### src/jsu_pkg.sv
package jsu_pkg;

  localparam logic [1:0] KIND_DATA = 2'd0;
  localparam logic [1:0] KIND_END  = 2'd1;
  localparam logic [1:0] KIND_ERR  = 2'd2;

  localparam logic [1:0] PH_IDLE = 2'd0;
  localparam logic [1:0] PH_BODY = 2'd1;
  localparam logic [1:0] PH_ESC  = 2'd2;
  localparam logic [1:0] PH_HEX  = 2'd3;

  localparam logic [7:0] CH_QUOTE  = 8'h22;
  localparam logic [7:0] CH_BSLASH = 8'h5c;
  localparam logic [7:0] CH_SLASH  = 8'h2f;
  localparam logic [7:0] CH_B      = 8'h62;
  localparam logic [7:0] CH_F      = 8'h66;
  localparam logic [7:0] CH_N      = 8'h6e;
  localparam logic [7:0] CH_R      = 8'h72;
  localparam logic [7:0] CH_T      = 8'h74;
  localparam logic [7:0] CH_U      = 8'h75;

  localparam logic [7:0] UTF8_CONT  = 8'h80;
  localparam logic [7:0] UTF8_LEAD2 = 8'hc0;
  localparam logic [7:0] UTF8_LEAD3 = 8'he0;

  localparam int MaxResults = 3;

  typedef struct packed {
    logic [1:0] kind;
    logic [7:0] data;
  } res_t;

  // All results caused by one input byte; entry 0 goes out first.
  typedef struct packed {
    logic [1:0] cnt;
    res_t [MaxResults-1:0] res;
  } batch_t;

  // Returns the digit value in bits 3:0, with bit 4 set for a non-hex byte.
  function automatic logic [4:0] hex_value(input logic [7:0] c);
    logic [4:0] v;
    v = 5'h10;
    if (c >= 8'h30 && c <= 8'h39) begin
      v = {1'b0, c[3:0]};
    end else if ((c >= 8'h41 && c <= 8'h46) || (c >= 8'h61 && c <= 8'h66)) begin
      v = {1'b0, c[3:0] + 4'd9};
    end
    return v;
  endfunction

endpackage

### src/jsu_decode.sv
module jsu_decode (
  input  logic               clk,
  input  logic               rst_n,
  input  logic               step_i,
  input  logic [7:0]         data_i,
  input  logic               end_i,
  output jsu_pkg::batch_t    batch_o
);

  logic [1:0]  phase_r, phase_nxt;
  logic [1:0]  hex_cnt_r, hex_cnt_nxt;
  logic [11:0] code_acc_r, code_acc_nxt;
  logic [4:0]  hv;
  logic [15:0] code;
  jsu_pkg::batch_t b;

  assign hv   = jsu_pkg::hex_value(data_i);
  assign code = {code_acc_r, hv[3:0]};

  always_comb begin
    phase_nxt    = phase_r;
    hex_cnt_nxt  = hex_cnt_r;
    code_acc_nxt = code_acc_r;
    b            = '0;
    if (end_i) begin
      phase_nxt    = jsu_pkg::PH_IDLE;
      hex_cnt_nxt  = 2'd0;
      code_acc_nxt = 12'd0;
      b.cnt        = 2'd1;
      b.res[0]     = '{kind: jsu_pkg::KIND_ERR, data: 8'd0};
    end else begin
      case (phase_r)
        jsu_pkg::PH_IDLE: begin
          if (data_i == jsu_pkg::CH_QUOTE) begin
            phase_nxt = jsu_pkg::PH_BODY;
          end else begin
            b.cnt    = 2'd1;
            b.res[0] = '{kind: jsu_pkg::KIND_ERR, data: 8'd0};
          end
        end
        jsu_pkg::PH_BODY: begin
          if (data_i == jsu_pkg::CH_QUOTE) begin
            phase_nxt = jsu_pkg::PH_IDLE;
            b.cnt     = 2'd1;
            b.res[0]  = '{kind: jsu_pkg::KIND_END, data: 8'd0};
          end else if (data_i == jsu_pkg::CH_BSLASH) begin
            phase_nxt = jsu_pkg::PH_ESC;
          end else begin
            b.cnt    = 2'd1;
            b.res[0] = '{kind: jsu_pkg::KIND_DATA, data: data_i};
          end
        end
        jsu_pkg::PH_ESC: begin
          phase_nxt = jsu_pkg::PH_BODY;
          b.cnt     = 2'd1;
          b.res[0].kind = jsu_pkg::KIND_DATA;
          case (data_i)
            jsu_pkg::CH_QUOTE, jsu_pkg::CH_BSLASH, jsu_pkg::CH_SLASH: begin
              b.res[0].data = data_i;
            end
            jsu_pkg::CH_B: b.res[0].data = 8'h08;
            jsu_pkg::CH_F: b.res[0].data = 8'h0c;
            jsu_pkg::CH_N: b.res[0].data = 8'h0a;
            jsu_pkg::CH_R: b.res[0].data = 8'h0d;
            jsu_pkg::CH_T: b.res[0].data = 8'h09;
            jsu_pkg::CH_U: begin
              phase_nxt    = jsu_pkg::PH_HEX;
              hex_cnt_nxt  = 2'd0;
              code_acc_nxt = 12'd0;
              b            = '0;
            end
            default: begin
              phase_nxt = jsu_pkg::PH_IDLE;
              b.res[0]  = '{kind: jsu_pkg::KIND_ERR, data: 8'd0};
            end
          endcase
        end
        default: begin
          if (hv[4]) begin
            phase_nxt    = jsu_pkg::PH_IDLE;
            hex_cnt_nxt  = 2'd0;
            code_acc_nxt = 12'd0;
            b.cnt        = 2'd1;
            b.res[0]     = '{kind: jsu_pkg::KIND_ERR, data: 8'd0};
          end else if (hex_cnt_r != 2'd3) begin
            code_acc_nxt = {code_acc_r[7:0], hv[3:0]};
            hex_cnt_nxt  = hex_cnt_r + 2'd1;
          end else begin
            phase_nxt    = jsu_pkg::PH_BODY;
            hex_cnt_nxt  = 2'd0;
            code_acc_nxt = 12'd0;
            b.res[0].kind = jsu_pkg::KIND_DATA;
            b.res[1].kind = jsu_pkg::KIND_DATA;
            b.res[2].kind = jsu_pkg::KIND_DATA;
            if (code[15:7] == 9'd0) begin
              b.cnt         = 2'd1;
              b.res[0].data = {1'b0, code[6:0]};
            end else if (code[15:11] == 5'd0) begin
              b.cnt         = 2'd2;
              b.res[0].data = jsu_pkg::UTF8_LEAD2 | {3'b0, code[10:6]};
              b.res[1].data = jsu_pkg::UTF8_CONT | {2'b0, code[5:0]};
            end else begin
              b.cnt         = 2'd3;
              b.res[0].data = jsu_pkg::UTF8_LEAD3 | {4'b0, code[15:12]};
              b.res[1].data = jsu_pkg::UTF8_CONT | {2'b0, code[11:6]};
              b.res[2].data = jsu_pkg::UTF8_CONT | {2'b0, code[5:0]};
            end
          end
        end
      endcase
    end
  end

  assign batch_o = b;

  always_ff @(posedge clk) begin
    if (!rst_n) begin
      phase_r    <= jsu_pkg::PH_IDLE;
      hex_cnt_r  <= 2'd0;
      code_acc_r <= 12'd0;
    end else if (step_i) begin
      phase_r    <= phase_nxt;
      hex_cnt_r  <= hex_cnt_nxt;
      code_acc_r <= code_acc_nxt;
    end
  end

endmodule

### src/jsu_result_buf.sv
module jsu_result_buf (
  input  logic            clk,
  input  logic            rst_n,
  input  logic            load_i,
  input  jsu_pkg::batch_t batch_i,
  output logic            free_o,
  output logic            out_valid,
  input  logic            out_stall,
  output logic [1:0]      out_kind,
  output logic [7:0]      out_data,
  output logic            out_last
);

  jsu_pkg::res_t [jsu_pkg::MaxResults-1:0] res_r;
  logic [1:0] rem_r, rem_nxt;
  logic [1:0] idx_r, idx_nxt;
  logic       fire;

  assign out_valid = (rem_r != 2'd0);
  assign fire      = out_valid && !out_stall;
  // A new batch may come in once the last pending result leaves.
  assign free_o    = (rem_r == 2'd0) || (rem_r == 2'd1 && fire);
  assign out_kind  = res_r[idx_r].kind;
  assign out_data  = res_r[idx_r].data;
  assign out_last  = (rem_r == 2'd1);

  always_comb begin
    rem_nxt = rem_r;
    idx_nxt = idx_r;
    if (load_i) begin
      rem_nxt = batch_i.cnt;
      idx_nxt = 2'd0;
    end else if (fire) begin
      rem_nxt = rem_r - 2'd1;
      idx_nxt = idx_r + 2'd1;
    end
  end

  always_ff @(posedge clk) begin
    if (!rst_n) begin
      rem_r <= 2'd0;
      idx_r <= 2'd0;
    end else begin
      rem_r <= rem_nxt;
      idx_r <= idx_nxt;
    end
  end

  always_ff @(posedge clk) begin
    if (load_i) begin
      res_r <= batch_i.res;
    end
  end

  a_idx_in_range: assert property (@(posedge clk) disable iff (!rst_n)
    ({1'b0, rem_r} + {1'b0, idx_r}) <= 3'd3)
    else $error("result index runs past the batch");

  a_load_when_free: assert property (@(posedge clk) disable iff (!rst_n)
    load_i |-> (rem_r == 2'd0 || (rem_r == 2'd1 && fire)))
    else $error("batch loaded over pending results");

  a_drain_step: assert property (@(posedge clk) disable iff (!rst_n)
    (fire && rem_r > 2'd1) |=> (rem_r == $past(rem_r) - 2'd1))
    else $error("pending count did not step down after a transfer");

endmodule

### src/json_string_unescape_utf8.sv
// Decodes a JSON string literal fed one byte per transfer, starting with the
// opening quote, into its raw bytes, with \u escapes turned into one to three
// UTF-8 bytes; a closing quote gives an end result and any fault an error
// result. Input bytes are taken at one per cycle unless in_stall is high. Each
// byte is registered, decoded from that register and its results loaded into a
// three-entry result buffer once it is free; the buffer sends one result per
// cycle unless out_stall is high. A byte that yields two or three results (a \u
// escape of 0x80 or above) holds the input until its results have drained.
module json_string_unescape_utf8 (
  input  logic       clk,
  input  logic       rst_n,
  input  logic       in_valid,
  output logic       in_stall,
  input  logic [7:0] in_data_byte,
  input  logic       in_text_end,
  output logic       out_valid,
  input  logic       out_stall,
  output logic [1:0] out_kind,
  output logic [7:0] out_out_byte,
  output logic       out_last
);

  logic            s1_valid_r, s1_valid_nxt;
  logic [7:0]      s1_data_r;
  logic            s1_end_r;
  logic            buf_free;
  logic            step;
  jsu_pkg::batch_t batch;

  assign step     = s1_valid_r && buf_free;
  assign in_stall = s1_valid_r && !buf_free;

  always_comb begin
    s1_valid_nxt = s1_valid_r;
    if (in_valid && !in_stall) begin
      s1_valid_nxt = 1'b1;
    end else if (step) begin
      s1_valid_nxt = 1'b0;
    end
  end

  always_ff @(posedge clk) begin
    if (!rst_n) begin
      s1_valid_r <= 1'b0;
    end else begin
      s1_valid_r <= s1_valid_nxt;
    end
  end

  always_ff @(posedge clk) begin
    if (in_valid && !in_stall) begin
      s1_data_r <= in_data_byte;
      s1_end_r  <= in_text_end;
    end
  end

  jsu_decode u_decode (
    .clk     (clk),
    .rst_n   (rst_n),
    .step_i  (step),
    .data_i  (s1_data_r),
    .end_i   (s1_end_r),
    .batch_o (batch)
  );

  jsu_result_buf u_result_buf (
    .clk       (clk),
    .rst_n     (rst_n),
    .load_i    (step),
    .batch_i   (batch),
    .free_o    (buf_free),
    .out_valid (out_valid),
    .out_stall (out_stall),
    .out_kind  (out_kind),
    .out_data  (out_out_byte),
    .out_last  (out_last)
  );

endmodule

### config.mk
export PLATFORM = sky130hd
export DESIGN_NAME = json_string_unescape_utf8
export DESIGN_NICKNAME = d
export VERILOG_FILES = /design/src/jsu_pkg.sv /design/src/jsu_decode.sv /design/src/jsu_result_buf.sv /design/src/json_string_unescape_utf8.sv
export SDC_FILE = /design/constraint.sdc
export NUM_CORES = 1
export LEC_CHECK = 0
export BUFFER_PORTS_ARGS = -buffer_cell sky130_fd_sc_hd__buf_2
export CAP_MARGIN = 20
export CELL_PAD_IN_SITES_DETAIL_PLACEMENT = 1
export CELL_PAD_IN_SITES_GLOBAL_PLACEMENT = 2
export CORE_MARGIN = 8
export CORE_UTILIZATION = 35
export DETAILED_ROUTE_END_ITERATION = 6
export HOLD_SLACK_MARGIN = 0.06
export PLACE_DENSITY_LB_ADDON = 0.2
export SETUP_SLACK_MARGIN = 0.05
export SKIP_LAST_GASP = 1
export SYNTH_ARGS = -nofsm -noshare
export SYNTH_HDL_FRONTEND = slang
export SYNTH_HIERARCHICAL = 1
export SYNTH_SLANG_ARGS = --single-unit
### constraint.sdc
create_clock -name clk -period 3.1 [get_ports clk]
set_input_delay 0.62 -clock clk [delete_from_list [all_inputs] [get_ports clk]]
set_output_delay 0.62 -clock clk [all_outputs]
set_load 0.05 [all_outputs]
==> flow_summary.json <==
{
  "fillerInstances": 1065,
  "netSwitchingPower_w": 0.0006205,
  "setup_slack_ns": 0.3088,
  "max_cap_viol_count": 0,
  "multiInputGateArea_um2": 1531,
  "yosys_register_bits": 60,
  "buffers_from_clock_root_to_sink_at_most": 2,
  "worst_case_headroom_to_the_max_slew_limit_pct": 47.82,
  "detailed_place_hpwl_mm": 6.463,
  "dp_slack_ns": 0.3696,
  "internal_power_w": 0.001550,
  "floorplan.initialDensity_pct": 35.78,
  "critPathLaunchType": "flop",
  "design_area_um2": 3780,
  "route.antenna.remaining_nets": 0,
  "critPathMaxFanout": 7,
  "outcome": "finished clean",
  "timing.final.crit_period_ns": 2.791,
  "fp.coreArea_um2": 9153,
  "synth-seq-area-share_pct": 48.61,
  "number_of_instances_resized_during_post_cts_repair": 0,
  "yosysTopAreaCellShare_pct": 35.77,
  "global_route_wire_length_before_repair_mm": 14.23,
  "grt_overflow": 0,
  "remaining_drc_errors": 0,
  "worst-setup-path-type": "reg -> reg",
  "n_antenna_cell": 0,
  "worst-slew-pin-transition_ns": 0.7728,
  "postCtsHoldBufs": 0,
  "synth_ff_type": "sky130_fd_sc_hd__edfxtp_1",
  "busiest_layer": "met2",
  "ctsRootBufferMaster": "sky130_fd_sc_hd__clkbuf_8",
  "ff_latch_area_um2": 1592,
  "holdWs_ns": 0.4475,
  "die_area_um2": 12710,
  "worstPathArrival_ns": 3.07,
  "synth.most_common_cell": "sky130_fd_sc_hd__edfxtp_1",
  "areaGrowthSynthToFinish_pct": 15.44,
  "worst_setup_hold_path_clk_slew_ns": 0.08,
  "vias_per_cell": 5.547,
  "crit_required_ns": 3.38,
  "yosys_warnings": 6,
  "pwr-share-clk_pct": 40.3,
  "final.setup.tns_ns": 0,
  "cts_buffers": 9,
  "detailroute.via_count": 2657,
  "grt_start_max_net_pins": 33,
  "globalplace.congestion": 0.8818,
  "postCtsSetupRepairBufs": 0,
  "finalMaxSlewViolations": 0,
  "largest_area_contributor_in_the_netlist": "sky130_fd_sc_hd__edfxtp_1",
  "synth-edff-count": 39,
  "rows": 35,
  "count_of_boundary_i_o_pins": 26,
  "grtUsageMet3_pct": 3.355,
  "globalRouteMet1Util_pct": 18.34,
  "met2_usage_pct": 21.91,
  "power-per-cell-area_nw_per_um2": 574.1,
  "drt-total-wl_mm": 8.800,
  "clock_tree.htree_level_count": 3,
  "cts.sink_count": 60,
  "total_count_of_hold_check_failures_in_the_final_report": 0,
  "ys_async_sr_fraction_pct": 0,
  "number_of_drc_markers_after_the_initial_detailed_route_iteration": 181,
  "endpoint_class_of_the_critical_path": "flop",
  "power.static_leakage_nw": 1.358,
  "final.setup_skew_ns": 0.009975,
  "grt_pass1_vias": 2606,
  "antenna_found_initial": 0,
  "floorplan.die.height_um": 112.7,
  "post_synth_inst_count": 333,
  "wl_per_cell_um": 18.37,
  "r2r_setup_slk_ns": 0.31,
  "clk_latency_ns": 0.34,
  "synth.area.top_cells": "sky130_fd_sc_hd__edfxtp_1 36%, sky130_fd_sc_hd__dfxtp_1 13%, sky130_fd_sc_hd__nand2_1 3.8%, sky130_fd_sc_hd__o21ai_0 3.4%, sky130_fd_sc_hd__a21oi_1 3.1%",
  "mappedNetlistArea_um2": 3274,
  "maxClockFrequency_mhz": 358.3,
  "swShare_pct": 28.59,
  "yosys.cell_types.count": 59,
  "layout-drive-gt1-share_pct": 17.39,
  "tritoncts": "built",
  "mean_instance_size_in_the_synthesized_netlist_um2": 9.833,
  "detailed_place.area_um2": 3533,
  "worst_hold_path_type": "in -> reg",
  "worst_ir_drop_vdd_mv": 0.1933,
  "postLayoutCoreUtil_pct": 41.30,
  "die_width_um": 112.7,
  "nNetsFinal": 383,
  "power_frac_seq_pct": 43.7,
  "ys_top_cells_by_count": "39 x sky130_fd_sc_hd__edfxtp_1, 33 x sky130_fd_sc_hd__nand2_1, 26 x sky130_fd_sc_hd__nor2_1",
  "timing.final.setup_violations": 0,
  "p_comb_share_pct": 16.0,
  "numPortBuffers": 25,
  "rsz_0062_raised_after_global_routing": "false",
  "track_usage_pct": 14.28,
  "detail_route.first_pass.iterations": 4,
  "final.period_utilization_pct": 90.04
}
## path summary, 6_finish.rpt
check / endpoint / cells past startpoint / startpoint
max: u_result_buf/rem_r[1]$_SDFFE_PN0P_ / 10 / s1_data_r[0]$_DFFE_PP_
min: s1_data_r[0]$_DFFE_PP_ / 1 / in_data_byte[0]
max reg2reg: u_result_buf/rem_r[1]$_SDFFE_PN0P_ / 10 / s1_data_r[0]$_DFFE_PP_
min reg2reg: u_decode/code_acc_r[11]$_SDFFE_PN0P_ / 1 / u_decode/code_acc_r[11]$_SDFFE_PN0P_
## routing by layer
layer,wire length (µm),share of wire (%)
met1,4189,48
met2,3993,45
met3,340,3.9
met4,277,3.1
met5,0,0
## placed cells by master, fill, tap and decap left out, types with 3 or more instances in the layout
cell type                   Yosys  layout
sky130_fd_sc_hd__nor2b_1        4       4
sky130_fd_sc_hd__nand4_1        3       3
sky130_fd_sc_hd__clkbuf_8       0       9
sky130_fd_sc_hd__nand2b_1       8       8
sky130_fd_sc_hd__and2_1         5       4
sky130_fd_sc_hd__buf_2          2      25
sky130_fd_sc_hd__a31oi_1        3       3
sky130_fd_sc_hd__inv_1         13      13
sky130_fd_sc_hd__o21ai_1        6       6
sky130_fd_sc_hd__a211oi_1       3       3
sky130_fd_sc_hd__mux2i_1       10      10
sky130_fd_sc_hd__edfxtp_1      39      39
sky130_fd_sc_hd__nor4_1         4       4
sky130_fd_sc_hd__buf_4          8      13
sky130_fd_sc_hd__a21oi_1       20      20
sky130_fd_sc_hd__nor2_1        26      26
sky130_fd_sc_hd__ha_1           7       7
sky130_fd_sc_hd__a22o_1        10      10
sky130_fd_sc_hd__dfxtp_1       21      21
sky130_fd_sc_hd__nor3b_1        3       3
sky130_fd_sc_hd__o21ai_0       22      22
sky130_fd_sc_hd__nand3_1        4       4
sky130_fd_sc_hd__conb_1         1       6
sky130_fd_sc_hd__xnor2_1        3       3
sky130_fd_sc_hd__bufinv_16      0       3
sky130_fd_sc_hd__nand2_1       33      33
sky130_fd_sc_hd__and3_1         8       8
sky130_fd_sc_hd__nor3_1         6       6
sky130_fd_sc_hd__a311oi_1       3       3
sky130_fd_sc_hd__a22oi_1        5       5
## layout make-up
cell class,instances,area share [%]
well taps,111,3.674
inverters,13,1.291
flip-flops and latches,60,42.11
clock buffers,9,3.277
clock inverters,7,3.244
repair buffers,38,5.892
multi-input cells,241,40.52
## power by group through the flow
stage               Combinational [W]  Sequential, W  Clock, W
finish                       0.000347       0.000949  0.000874
floorplan                    0.000275       0.000942         0
global placement             0.000343       0.000965         0
global route                 0.000376       0.000955  0.000936
CTS                          0.000351       0.000950  0.000904
detailed placement           0.000350       0.000968         0
## worst max-delay path: stages, from the launching register on
cell and delay (ns):
sky130_fd_sc_hd__edfxtp_1 0.47, sky130_fd_sc_hd__inv_1 0.13, sky130_fd_sc_hd__ha_1 0.27, sky130_fd_sc_hd__nor3b_1 0.18, sky130_fd_sc_hd__a2111oi_4 0.49, sky130_fd_sc_hd__or2_0 0.44
sky130_fd_sc_hd__and3_1 0.34, sky130_fd_sc_hd__nand2_1 0.13, sky130_fd_sc_hd__inv_1 0.08, sky130_fd_sc_hd__nand2_1 0.06, sky130_fd_sc_hd__a21boi_2 0.13
## metrics by stage
step,power [W],instances
2_1_floorplan,0.001217,338
3_3_place_gp,0.001308,463
3_5_place_dp,0.001317,463
4_1_cts,0.002205,479
5_1_grt,0.002267,479
6_report,0.002170,479
## state kept, by name (all words and copies together) (netlist names)
register             count
u_decode/phase_r         2
u_result_buf/res_r      30
u_decode/code_acc_r     12
u_result_buf/idx_r       2
s1_end_r                 1
s1_data_r                8
u_result_buf/rem_r       2
s1_valid_r               1
u_decode/hex_cnt_r       2
## cell families (layout without fill, tap and decap cells)
group / after synthesis / after routing / share of synthesized area, %
buffers and inverters: 37 / 67 / 5.235
AND/OR/NAND/NOR: 120 / 120 / 19.33
adder cells (fa/ha/maj): 7 / 7 / 2.675
multiplexers: 10 / 10 / 3.057
flip-flops: 60 / 60 / 48.61
XOR/XNOR: 3 / 3 / 0.8026
AO/OA/AOI/OAI: 95 / 95 / 20.18
other: 1 / 6 / 0.1145
No activity file was read; power rests on OpenSTA's default activity.
